`src/rpmt_pkg.sv`:
```
`default_nettype none
// ----------------------------------------------------------------------------
// rpmt_pkg: shared definitions for the remap prefix match table
// Sizes, function codes, the packed slot record, the controller state type
// and the command and status bundles between controller and datapath.
// ----------------------------------------------------------------------------
package rpmt_pkg;

   localparam int ENTRIES = 32;
   localparam int IDX_W   = $clog2(ENTRIES);
   localparam int ADDR_W  = 48;
   localparam int SLOT_W  = 6;
   localparam int HIT_W   = 5;
   localparam int LVL_W   = 2;
   localparam int FLD_W   = 9;
   localparam int LEN_W   = 3;

   localparam logic FUNC_LOOKUP = 1'b0;
   localparam logic FUNC_INSERT = 1'b1;

   localparam logic [LEN_W-1:0] LEN_NONE = LEN_W'(0);
   localparam logic [LEN_W-1:0] LEN_PDPT = LEN_W'(2);
   localparam logic [LEN_W-1:0] LEN_PD   = LEN_W'(3);
   localparam logic [LEN_W-1:0] LEN_FULL = LEN_W'(4);

   localparam logic [LVL_W-1:0] REUSE_PT = LVL_W'(3);

   typedef struct packed {
      logic [SLOT_W-1:0] pt_slot;
      logic              pd_large;
      logic [SLOT_W-1:0] pd_slot;
      logic              pdpt_large;
      logic [SLOT_W-1:0] pdpt_slot;
   } slot_type;

   typedef enum logic [1:0] {
      ST_IDLE,
      ST_SCAN,
      ST_FINISH
   } state_type;

   typedef struct packed {
      logic load_req;
      logic scan;
      logic load_rsp;
   } cmd_type;

   typedef struct packed {
      logic done;
   } sts_type;

endpackage : rpmt_pkg
`default_nettype wire

```
`src/rpmt_ctrl.sv`:
```
`default_nettype none
// ----------------------------------------------------------------------------
// rpmt_ctrl: request sequencer
// Accepts a request, runs the datapath scan until it reports done, then
// moves the result into the output register when that register is free.
// ----------------------------------------------------------------------------
module rpmt_ctrl (
   input  wire logic             clock,
   input  wire logic             reset,
   input  wire logic             req_valid,
   output logic                  req_ready,
   output logic                  rsp_valid,
   input  wire logic             rsp_ready,
   output rpmt_pkg::cmd_type     cmd,
   input  wire rpmt_pkg::sts_type sts
);
   import rpmt_pkg::*;

   state_type state_ff, state_in;
   logic      rsp_valid_ff, rsp_valid_in;

   always_ff @(posedge clock) begin
      if (reset) begin
         state_ff     <= ST_IDLE;
         rsp_valid_ff <= 1'b0;
      end else begin
         state_ff     <= state_in;
         rsp_valid_ff <= rsp_valid_in;
      end
   end

   always_comb begin
      state_in  = state_ff;
      cmd       = '0;
      req_ready = 1'b0;
      unique case (state_ff)
         ST_IDLE: begin
            req_ready = 1'b1;
            if (req_valid) begin
               cmd.load_req = 1'b1;
               state_in     = ST_SCAN;
            end
         end
         ST_SCAN: begin
            cmd.scan = 1'b1;
            if (sts.done) begin
               state_in = ST_FINISH;
            end
         end
         ST_FINISH: begin
            // The output register is free once its pending beat is taken.
            if (!rsp_valid_ff || rsp_ready) begin
               cmd.load_rsp = 1'b1;
               state_in     = ST_IDLE;
            end
         end
         default: begin
            state_in = ST_IDLE;
         end
      endcase
      rsp_valid_in = cmd.load_rsp || (rsp_valid_ff && !rsp_ready);
   end

   assign rsp_valid = rsp_valid_ff;

endmodule : rpmt_ctrl
`default_nettype wire

```
`src/rpmt_dp.sv`:
```
`default_nettype none
// ----------------------------------------------------------------------------
// rpmt_dp: table storage and scan datapath
// Holds the entry memory and valid bits, reads one entry per cycle, compares
// its index fields to the request; keeps the best lookup hit, stores inserts.
// ----------------------------------------------------------------------------
module rpmt_dp (
   input  wire logic                          clock,
   input  wire logic                          reset,
   input  wire rpmt_pkg::cmd_type             cmd,
   output rpmt_pkg::sts_type                  sts,
   input  wire logic                          req_func,
   input  wire logic [rpmt_pkg::ADDR_W-1:0]   req_vaddr,
   input  wire logic [rpmt_pkg::SLOT_W-1:0]   req_new_pdpt_slot,
   input  wire logic                          req_new_pdpt_large,
   input  wire logic [rpmt_pkg::SLOT_W-1:0]   req_new_pd_slot,
   input  wire logic                          req_new_pd_large,
   input  wire logic [rpmt_pkg::SLOT_W-1:0]   req_new_pt_slot,
   output logic                               rsp_found,
   output logic [rpmt_pkg::LVL_W-1:0]         rsp_reuse_level,
   output logic [rpmt_pkg::HIT_W-1:0]         rsp_hit_index,
   output logic [rpmt_pkg::SLOT_W-1:0]        rsp_hit_pdpt_slot,
   output logic                               rsp_hit_pdpt_large,
   output logic [rpmt_pkg::SLOT_W-1:0]        rsp_hit_pd_slot,
   output logic                               rsp_hit_pd_large,
   output logic [rpmt_pkg::SLOT_W-1:0]        rsp_hit_pt_slot,
   output logic                               rsp_table_full
);
   import rpmt_pkg::*;

   localparam logic [IDX_W-1:0] LAST_IDX = IDX_W'(ENTRIES - 1);

   // Entry storage; an entry is empty while its valid bit is clear.
   logic [ADDR_W-1:0] addr_mem [ENTRIES];
   slot_type          slot_mem [ENTRIES];
   logic [ENTRIES-1:0] vld_ff;

   // Latched request.
   logic              func_ff;
   logic [ADDR_W-1:0] vaddr_ff;
   slot_type          new_slots_ff;

   // Read issue and compare stage.
   logic [IDX_W-1:0]  rd_cnt_ff;
   logic              issued_all_ff;
   logic              pv_ff;
   logic [IDX_W-1:0]  pidx_ff;
   logic              valid_q_ff;
   logic [ADDR_W-1:0] addr_q_ff;
   slot_type          slots_q_ff;
   logic              done_ff;

   // Best candidate.
   logic              have_ff;
   logic [LEN_W-1:0]  best_len_ff;
   logic [IDX_W-1:0]  best_idx_ff;
   slot_type          best_slots_ff;
   logic              full_ff;

   // Output register payload.
   logic              found_ff;
   logic [LVL_W-1:0]  reuse_ff;
   logic [HIT_W-1:0]  hit_index_ff;
   slot_type          hit_slots_ff;
   logic              table_full_ff;

   logic              issue;
   logic              stage_act;
   logic [3:0]        fld_eq;
   logic [LEN_W-1:0]  len;
   logic              last;
   logic              is_ins;
   logic              hit;
   logic              early;
   logic              take;
   logic              wr_en;
   logic              full_set;
   logic              finish;

   always_comb begin
      issue     = cmd.scan && !issued_all_ff && !done_ff;
      stage_act = pv_ff && !done_ff;
      for (int k = 0; k < 4; k++) begin
         fld_eq[k] = addr_q_ff[ADDR_W-1-FLD_W*k -: FLD_W]
                     == vaddr_ff[ADDR_W-1-FLD_W*k -: FLD_W];
      end
      // Prefix length counts matching index fields from the pml4 end.
      if (!fld_eq[0]) begin
         len = LEN_NONE;
      end else if (!fld_eq[1]) begin
         len = LEN_W'(1);
      end else if (!fld_eq[2]) begin
         len = LEN_PDPT;
      end else if (!fld_eq[3]) begin
         len = LEN_PD;
      end else begin
         len = LEN_FULL;
      end
      last   = pidx_ff == LAST_IDX;
      is_ins = func_ff == FUNC_INSERT;
      hit    = valid_q_ff && (len != LEN_NONE);
      early  = hit && ((len >= LEN_PDPT && slots_q_ff.pdpt_large)
                    || (len >= LEN_PD && slots_q_ff.pd_large)
                    || (len == LEN_FULL));
      take   = early || (hit && (!have_ff || len > best_len_ff));
      wr_en    = stage_act && is_ins && !valid_q_ff;
      full_set = stage_act && is_ins && valid_q_ff && last;
      finish   = is_ins ? (!valid_q_ff || last) : (early || last);
      sts.done = done_ff;
   end

   // Entry memory: one write and one registered read per cycle.
   always_ff @(posedge clock) begin
      if (wr_en) begin
         addr_mem[pidx_ff] <= vaddr_ff;
         slot_mem[pidx_ff] <= new_slots_ff;
      end
      if (issue) begin
         addr_q_ff  <= addr_mem[rd_cnt_ff];
         slots_q_ff <= slot_mem[rd_cnt_ff];
      end
   end

   always_ff @(posedge clock) begin
      if (reset) begin
         vld_ff        <= '0;
         rd_cnt_ff     <= '0;
         issued_all_ff <= 1'b0;
         pv_ff         <= 1'b0;
         done_ff       <= 1'b0;
         have_ff       <= 1'b0;
         full_ff       <= 1'b0;
      end else if (cmd.load_req) begin
         rd_cnt_ff     <= '0;
         issued_all_ff <= 1'b0;
         pv_ff         <= 1'b0;
         done_ff       <= 1'b0;
         have_ff       <= 1'b0;
         full_ff       <= 1'b0;
      end else begin
         if (issue) begin
            rd_cnt_ff     <= rd_cnt_ff + IDX_W'(1);
            issued_all_ff <= rd_cnt_ff == LAST_IDX;
            pv_ff         <= 1'b1;
         end else begin
            pv_ff <= 1'b0;
         end
         if (wr_en) begin
            // Inserting address zero leaves the entry empty.
            vld_ff[pidx_ff] <= vaddr_ff != '0;
         end
         if (stage_act) begin
            if (!is_ins && take) begin
               have_ff <= 1'b1;
            end
            if (finish) begin
               done_ff <= 1'b1;
            end
            if (full_set) begin
               full_ff <= 1'b1;
            end
         end
      end
   end

   // Payload registers without reset.
   always_ff @(posedge clock) begin
      if (cmd.load_req) begin
         func_ff                 <= req_func;
         vaddr_ff                <= req_vaddr;
         new_slots_ff.pdpt_slot  <= req_new_pdpt_slot;
         new_slots_ff.pdpt_large <= req_new_pdpt_large;
         new_slots_ff.pd_slot    <= req_new_pd_slot;
         new_slots_ff.pd_large   <= req_new_pd_large;
         new_slots_ff.pt_slot    <= req_new_pt_slot;
      end
      if (issue) begin
         pidx_ff    <= rd_cnt_ff;
         valid_q_ff <= vld_ff[rd_cnt_ff];
      end
      if (stage_act && !is_ins && take) begin
         best_len_ff   <= len;
         best_idx_ff   <= pidx_ff;
         best_slots_ff <= slots_q_ff;
      end
      if (cmd.load_rsp) begin
         found_ff      <= have_ff;
         table_full_ff <= full_ff;
         if (have_ff) begin
            reuse_ff     <= (best_len_ff >= LEN_PD) ? REUSE_PT : best_len_ff[LVL_W-1:0];
            hit_index_ff <= HIT_W'(best_idx_ff);
            hit_slots_ff <= best_slots_ff;
         end else begin
            reuse_ff     <= '0;
            hit_index_ff <= '0;
            hit_slots_ff <= '0;
         end
      end
   end

   assign rsp_found          = found_ff;
   assign rsp_reuse_level    = reuse_ff;
   assign rsp_hit_index      = hit_index_ff;
   assign rsp_hit_pdpt_slot  = hit_slots_ff.pdpt_slot;
   assign rsp_hit_pdpt_large = hit_slots_ff.pdpt_large;
   assign rsp_hit_pd_slot    = hit_slots_ff.pd_slot;
   assign rsp_hit_pd_large   = hit_slots_ff.pd_large;
   assign rsp_hit_pt_slot    = hit_slots_ff.pt_slot;
   assign rsp_table_full     = table_full_ff;

endmodule : rpmt_dp
`default_nettype wire

```
`src/remap_prefix_match_table.sv`:
```
`default_nettype none
// ----------------------------------------------------------------------------
// remap_prefix_match_table: table of remapped virtual addresses
// Keeps ENTRIES remapped addresses with their copied table slots, inserts
// new entries and finds the entry sharing the longest index prefix.
// ----------------------------------------------------------------------------
// The block handles one request beat at a time and answers every request
// with exactly one response beat. An insert (func 1) stores the address and
// slots in the first empty entry, or reports table_full when none is empty.
// A lookup (func 0) walks the entries in order and returns the one whose
// pml4, pdpt, pd and pt index fields match the longest prefix of the
// request address, the earliest entry winning a tie; it stops early on an
// entry whose match reaches a large-page level or covers all four fields
// and then returns that entry. The walk reads one entry per cycle from the
// entry memory through a registered read port, and an insert or a lookup
// that stops early ends the walk before the last entry. If the output
// register still holds an untaken beat, the finished walk waits until that
// beat is taken. The next request can be accepted in the cycle after the
// response is loaded. The response register holds a finished beat while
// the next request is accepted and scanned. Valid bits for all entries are
// cleared by reset, so the table is usable on the first cycle after reset.
// ----------------------------------------------------------------------------
module remap_prefix_match_table (
   input  wire logic                        clock,
   input  wire logic                        reset,
   input  wire logic                        req_valid,
   output logic                             req_ready,
   input  wire logic                        req_func,
   input  wire logic [rpmt_pkg::ADDR_W-1:0] req_vaddr,
   input  wire logic [rpmt_pkg::SLOT_W-1:0] req_new_pdpt_slot,
   input  wire logic                        req_new_pdpt_large,
   input  wire logic [rpmt_pkg::SLOT_W-1:0] req_new_pd_slot,
   input  wire logic                        req_new_pd_large,
   input  wire logic [rpmt_pkg::SLOT_W-1:0] req_new_pt_slot,
   output logic                             rsp_valid,
   input  wire logic                        rsp_ready,
   output logic                             rsp_found,
   output logic [rpmt_pkg::LVL_W-1:0]       rsp_reuse_level,
   output logic [rpmt_pkg::HIT_W-1:0]       rsp_hit_index,
   output logic [rpmt_pkg::SLOT_W-1:0]      rsp_hit_pdpt_slot,
   output logic                             rsp_hit_pdpt_large,
   output logic [rpmt_pkg::SLOT_W-1:0]      rsp_hit_pd_slot,
   output logic                             rsp_hit_pd_large,
   output logic [rpmt_pkg::SLOT_W-1:0]      rsp_hit_pt_slot,
   output logic                             rsp_table_full
);
   import rpmt_pkg::*;

   cmd_type cmd;
   sts_type sts;

   // The controller sequences accept, scan and response load.
   rpmt_ctrl u_ctrl (
      .clock     (clock),
      .reset     (reset),
      .req_valid (req_valid),
      .req_ready (req_ready),
      .rsp_valid (rsp_valid),
      .rsp_ready (rsp_ready),
      .cmd       (cmd),
      .sts       (sts)
   );

   // The datapath owns the entry memory, the compare stage and the
   // response payload register.
   rpmt_dp u_dp (
      .clock              (clock),
      .reset              (reset),
      .cmd                (cmd),
      .sts                (sts),
      .req_func           (req_func),
      .req_vaddr          (req_vaddr),
      .req_new_pdpt_slot  (req_new_pdpt_slot),
      .req_new_pdpt_large (req_new_pdpt_large),
      .req_new_pd_slot    (req_new_pd_slot),
      .req_new_pd_large   (req_new_pd_large),
      .req_new_pt_slot    (req_new_pt_slot),
      .rsp_found          (rsp_found),
      .rsp_reuse_level    (rsp_reuse_level),
      .rsp_hit_index      (rsp_hit_index),
      .rsp_hit_pdpt_slot  (rsp_hit_pdpt_slot),
      .rsp_hit_pdpt_large (rsp_hit_pdpt_large),
      .rsp_hit_pd_slot    (rsp_hit_pd_slot),
      .rsp_hit_pd_large   (rsp_hit_pd_large),
      .rsp_hit_pt_slot    (rsp_hit_pt_slot),
      .rsp_table_full     (rsp_table_full)
   );

endmodule : remap_prefix_match_table
`default_nettype wire
```
`config.mk`:
```
export PLATFORM = sky130hd
export DESIGN_NAME = remap_prefix_match_table
export DESIGN_NICKNAME = d
export VERILOG_FILES = /design/src/rpmt_pkg.sv /design/src/rpmt_ctrl.sv /design/src/rpmt_dp.sv /design/src/remap_prefix_match_table.sv
export SDC_FILE = /design/constraint.sdc
export NUM_CORES = 2
export LEC_CHECK = 0
export ABC_AREA = 1
export BUFFER_PORTS_ARGS = -buffer_cell sky130_fd_sc_hd__buf_4
export CAP_MARGIN = 25
export CORE_ASPECT_RATIO = 0.6
export CORE_MARGIN = 5
export CORE_UTILIZATION = 40
export DETAILED_ROUTE_END_ITERATION = 6
export PLACE_DENSITY = 0.56
export SLEW_MARGIN = 20
export SYNTH_ARGS = -nofsm -noshare
export SYNTH_HDL_FRONTEND = slang
export SYNTH_HIERARCHICAL = 1
export SYNTH_SLANG_ARGS = --single-unit
```
`constraint.sdc`:
```
create_clock -name clock -period 6.1 [get_ports clock]
set_input_delay 0.61 -clock clock [delete_from_list [all_inputs] [get_ports clock]]
set_output_delay 0.61 -clock clock [all_outputs]
set_load 0.005 [all_outputs]
```
Word-level counts from Yosys, hierarchy flattened. Memory sizes are Yosys's and may differ from the RTL's. A register that Yosys moved wholly into a read port is not among the register bits. Cells that the tools add are included.

Bits in registers: 177. Bits in writable memories: 2176. Word-level logic and storage cells: 122. Memories: 2.

Reductions and logical operators: 41. Add/sub/neg operators: 1. Order comparisons: 7. Bitwise operators: 1. Muxes and demuxes: 24. Equality and inequality tests: 12.

Memory list: u_dp.addr_mem (depth 32, width 48, rd ports 1, clocked after Yosys merged registers in 1, wr ports 1, RTL line rpmt_dp.sv:34) `logic [ADDR_W-1:0] addr_mem [ENTRIES];`; u_dp.slot_mem (depth 32, width 20, rd ports 1, clocked after Yosys merged registers in 1, wr ports 1, RTL line rpmt_dp.sv:35) `slot_type slot_mem [ENTRIES];`.

Operators with widths (number): 48-bit nonzero test (1); 9-bit equality test (4); 32-bit bitwise mux (1); 1-bit logical AND (17); 5-bit by 6-bit < comparator with 1-bit output, second input constant (2); 1-bit 2-to-1 mux (12); 3-bit 2-to-1 mux (4); 5-bit equality test, second input constant (2); 3-bit by 2-bit >= comparator with 1-bit output, second input constant (3); 1-bit logical OR (8); 2-bit 2-to-1 mux (4); 2-bit AND reduction (4); 1-bit logical NOT (7); 2-bit case mux with 3 select lines (1); 5-bit by 1-bit adder with 5-bit output, second input constant (1); 1-bit binary-select mux with 5-bit select (1); 1-bit demux with 5-bit select (1); 5-bit by 1-bit >= comparator with 1-bit output, second input constant (1); 2-bit by 1-bit != test with 1-bit output, second input constant (2); 3-bit equality test, second input constant (1); 3-bit greater-than comparator (1); 3-bit AND reduction (1); 3-bit nonzero test (1); 2-bit by 1-bit equality test with 1-bit output, second input constant (1); 5 further kinds (5).

Logic depth before layout (Yosys ltp).
Word-level depth: 13. Depth in mapped cells: 14.

Modules after synthesis. Netlist, hierarchy kept.

By module, submodules not included: rpmt_dp (seq. area each 60297.8 um^2, instances 1, cells each 5768, area an instance 78290.1 um^2); rpmt_ctrl (seq. area each 60.1 um^2, instances 1, cells each 20, area an instance 143.9 um^2).

Least setup slack after synthesis. No wires, ideal clock.

Path kind: register -> register. From: register u_dp.valid_q_ff. To: register u_dp.vld_ff[31]. Path buffers: 0. Setup slack: 700 ps. Arrival: 5281 ps. Setup time: 119 ps. Period minus slack after synthesis: 5400 ps. Stages on the path, launching flop included: 7. Cell sequence: edfxtp_1 nor3_4 inv_2 nor3_1 nand2_1 o21ai_0 inv_1.

Word-level cells in the longest chain between the ends: 3.

RTL lines: start, declared (RTL line rpmt_dp.sv:48) `logic valid_q_ff;`; start signal, assigned (RTL line rpmt_dp.sv:179) `valid_q_ff <= vld_ff[rd_cnt_ff];`; 1-bit logical NOT (RTL line rpmt_dp.sv:106) `wr_en = stage_act && is_ins && !valid_q_ff;`; 1-bit logical AND (RTL line rpmt_dp.sv:106); 2-bit AND reduction (no line); end signal, assigned (RTL line rpmt_dp.sv:126) `vld_ff <= '0;`; end signal, assigned by index (RTL line rpmt_dp.sv:150) `vld_ff[pidx_ff] <= vaddr_ff != '0;`; end, declared (RTL line rpmt_dp.sv:36) `logic [ENTRIES-1:0] vld_ff;`.

Every way passes these cells. A chain may end at the register's enable or synchronous reset.

Final worst setup path.
From: register u_dp.vaddr_ff[45]. To: register u_dp.best_idx_ff[0] (enable).

Word-level cells in the longest chain between the ends: 9.

RTL lines: start, declared (RTL line rpmt_dp.sv:40) `logic [ADDR_W-1:0] vaddr_ff;`; start signal, assigned (RTL line rpmt_dp.sv:170) `vaddr_ff <= req_vaddr;`; 9-bit equality test * (RTL line rpmt_dp.sv:85) `== vaddr_ff[ADDR_W-1-FLD_W*k -: FLD_W];`; 3-bit 2-to-1 mux * (RTL line rpmt_dp.sv:88) `if (!fld_eq[0]) begin`; net u_dp.len[2] (RTL line rpmt_dp.sv:70) `logic [LEN_W-1:0] len;`; 3-bit by 2-bit >= comparator with 1-bit output (on tied branches) (RTL line rpmt_dp.sv:102, rpmt_dp.sv:103); 1-bit logical AND (on tied branches) (RTL line rpmt_dp.sv:102, rpmt_dp.sv:103); 1-bit logical OR (RTL line rpmt_dp.sv:103) `|| (len >= LEN_PD && slots_q_ff.pd_large)`; 1-bit logical OR (RTL line rpmt_dp.sv:104) `|| (len == LEN_FULL));`; 1-bit logical AND (RTL line rpmt_dp.sv:102) `early = hit && ((len >= LEN_PDPT && slots_q_ff.pdpt_large)`; 1-bit logical OR * (RTL line rpmt_dp.sv:105) `take = early || (hit && (!have_ff || len > best_len_ff));`; 1-bit logical AND * (RTL line rpmt_dp.sv:181) `if (stage_act && !is_ins && take) begin`; end signal, assigned (RTL line rpmt_dp.sv:183) `best_idx_ff <= pidx_ff;`; end, declared (RTL line rpmt_dp.sv:56) `logic [IDX_W-1:0] best_idx_ff;`.

The timed path passes the listed nets; every way through them passes the cells marked *.

==> results.toml <==
[die]
ios = 104
core-area_mm2 = 0.194
dieHeight_um = 353
die_w_um = 582
start_util_pct = 40.4
die-area_mm2 = 0.205
row_count = 125

[route]
drc = 0
vias = 49800
wl_per_cell_um = 27.2
drtIter0Drc = 6531
viasPerCell = 5.77
first_pass_iters = 6
routed_wl_mm = 235
ant_nets = 0

[synthesis]
synth.distinct_cells = 39
netlist_instances = 5788
syn_avg_cell_area_um2 = 13.6
ys_ff_latch = 2025
syn_nets = 5866
netlist_area_mm2 = 0.0784
yosysWarnings = 6
synth-main-ff-cell = "edfxtp_1"
seq_area_frac_synth_pct = 77.0
synth-edff-count = 1980
async_flop_share_pct = 0

[worst_setup_path]
critical_path.endpoint_type = "flip-flop"
cp.required_ns = 6.55
crit_path_start_kind = "flip-flop"
cp_max_fo = 34
reg2regPathDepth = 13
crit_arrival_ns = 4.78
criticalPathCategory = "reg -> reg"

[status]
outcome = "finished clean"

[power]
p_comb_share_pct = 5.0
leakage_uw = 0.0287
p_seq_share_pct = 54.8
clkPwrFrac_pct = 40.2
ir_drop_mv = 0.255
powerDensity_mw_per_mm2 = 318
swShare_pct = 22.0
p_int_uw = 22100
p_switching_uw = 6220

[global_route]
grt_start_max_net_pins = 211
antenna_found_initial = 4
grt_remaining_overflow = 0
grt_usage_pct = 22.2
grt_first_pass_wirelength_mm = 339
grt_pass1_vias = 46800

[clocking]
clk_latency_ns = 0.83
numCtsBuffers = 193
clk_pin_slew_ns = 0.07
cts-root-buf = "clkbuf_16"
post_cts_buffers = 0
htree_levels = 4
cts_resized = 0
clock_sinks = 2025
cts_hold_buf = 60
tritoncts = "done"
cts_buffer_depth = 4

[timing]
finalSetupViolations = 0
drv_slew = 0
worst_slack_ns = 1.77
slew_headroom_pct = 20.3
timing.final.hold_violations = 0
worst-slew-pin-transition_ns = 1.19
rsz0062_at_grt = "no"
final.setup.tns_ns = 0
finalClockSkew_ns = 0.0658
period_needed_ns = 4.33
fmax_mhz = 231
period_share_pct = 71.0

[final_layout]
regArea_mm2 = 0.0604
diodes = 0
design_area_mm2 = 0.0890
fillers = 17200
drive_gt1_share_pct = 9.15
area_growth_syn_to_layout_pct = 13.5
multi_input_area_mm2 = 0.0159
finalNetCount = 5973

[job]
maxCapViolCount = 0

[place]
portBuffers = 103
place_area_mm2 = 0.0825
dpl_worst_slack_ns = 1.83
hpwl_mm = 111
place_congestion = 0.780

[worst_hold_path]
hold_class = "in -> reg"
whs_path_depth = 1
synth_stat cells, types with 2 or more instances:
| master | number | area share, % |
|---|---|---|
| inv_2 | 7 | 0.034 |
| or2_2 | 5 | 0.040 |
| buf_2 | 104 | 0.66 |
| nor3_1 | 7 | 0.045 |
| nor2_2 | 4 | 0.032 |
| buf_4 | 11 | 0.11 |
| ha_1 | 5 | 0.080 |
| clkbuf_1 | 245 | 1.2 |
| clkinv_1 | 2 | 0.0096 |
| nand3_1 | 171 | 1.1 |
| o21ai_0 | 921 | 5.9 |
| o221ai_1 | 159 | 1.8 |
| nor3_2 | 2 | 0.026 |
| o22ai_1 | 287 | 2.3 |
| o21ai_1 | 87 | 0.56 |
| nor2_4 | 3 | 0.043 |
| edfxtp_1 | 1980 | 76 |
| nor2_1 | 997 | 4.8 |
| a221oi_1 | 4 | 0.045 |
| xor2_1 | 6 | 0.067 |
| a31o_2 | 4 | 0.045 |
| nand2_1 | 298 | 1.4 |
| a211oi_1 | 2 | 0.019 |
| nand4_1 | 45 | 0.36 |
| nor4_1 | 12 | 0.096 |
| o211ai_1 | 53 | 0.51 |
| a21oi_1 | 72 | 0.46 |
| xnor2_1 | 18 | 0.20 |
| buf_1 | 28 | 0.13 |
| inv_1 | 192 | 0.92 |
| dfxtp_1 | 45 | 1.1 |
| buf_6 | 5 | 0.072 |
layer usage:
metal	part of all wire, %	routed length, µm	up-vias	track usage (%)
met5	0.0055	13	-	0
met2	43	102000	2350	33.0
li1	-	-	21800	-
met4	2.2	5230	2	4.82
met3	8.6	20300	340	3.56
met1	46	107000	25300	34.4
cell type report:
cell class              instances  area share, %
flip-flops and latches       2025           67.8
multi-input cells            3169           17.8
clock buffers                 248           5.71
well taps                    2603           3.66
repair buffers                305           3.36
inverters                     201          0.890
clock inverters                83          0.731
registers in the layout (all words and copies together), names as in the netlist, 6 cells and up:
signal                  count
u_dp/best_slots_ff         20
u_dp/addr_q_ff             36
u_dp/slot_mem             640
u_dp/rsp_hit_pdpt_slot      6
u_dp/slots_q_ff            20
u_dp/new_slots_ff          20
u_dp/vaddr_ff              48
u_dp/rsp_hit_pt_slot        6
u_dp/rsp_hit_pd_slot        6
u_dp/vld_ff                32
u_dp/addr_mem            1152
power groups by stage:
stage	logic [µW]	registers, µW	clock network (µW)
floorplan	817	15800	0
global placement	1310	15800	0
detailed placement	1340	15800	0
CTS	1370	15500	11500
global route	1560	15500	12200
finish	1420	15500	11400
final timing paths:
check	startpoint	end	slack, ns
min reg2reg	u_dp/slots_q_ff[11]	u_dp/best_slots_ff[11]	0.42
max	u_dp/vaddr_ff[45]	u_dp/best_idx_ff[0]	1.77
max reg2reg	u_dp/vaddr_ff[45]	u_dp/best_idx_ff[0]	1.77
min	req_vaddr[30]	u_dp/vaddr_ff[30]	0.03
through the flow:
stage	util, %	power (µW)	hold WS, ns	std cells
5_1_grt	45.8	29200	0.0110	8634
6_report	45.8	28300	0.0333	8634
4_1_cts	45.7	28400	0.000413	8623
2_1_floorplan	-	16600	0.400	5788
3_3_place_gp	42.4	17100	0.406	8226
3_5_place_dp	42.5	17200	0.405	8232
placed cells by master, fill, tap and decap left out, types with 11 or more instances in the layout:
cell type and count:
nor2_4 32, o21ai_0 921, buf_12 30, clkinv_2 20, inv_1 188, nor2_1 970, nand3_1 171, dfxtp_1 40
clkbuf_1 53, nand4_1 45, o21ai_1 87, buf_4 198, dlygate4sd3_1 60, o211ai_1 53, a21oi_1 71, nand2_1 298
edfxtp_1 1980, nor4_1 11, clkbuf_16 195, xnor2_1 18, o221ai_1 159, clkinv_1 42, buf_8 12, o22ai_1 287
critical path, stage by stage, from the launching register on:
cell and delay, ns:
edfxtp_1 0.99, xnor2_1 0.20, nand3_1 0.11, nor2_1 0.09
nand2_1 0.14, nor3_1 0.83, inv_1 0.14, nor3_1 0.25
ha_1 0.20, nand2_1 0.05, o21ai_0 0.15, a21oi_1 0.12
a21oi_4 0.20, buf_4 0.44
logic make-up (layout without fill, tap and decap cells):
family                     after synthesis  count (layout)  share of synthesized area, %
xor gates and xnor gates                24              24                         0.268
buffers and inverters                  594             837                          3.11
and+or+nand+nor                       1548            1548                          7.99
adders and majority gates                5               5                        0.0798
DFF                                   2025            2025                          77.0
AOI/OAI and AO/OA                     1592            1592                          11.6
Note: power is estimated with default switching activity, not from simulation.
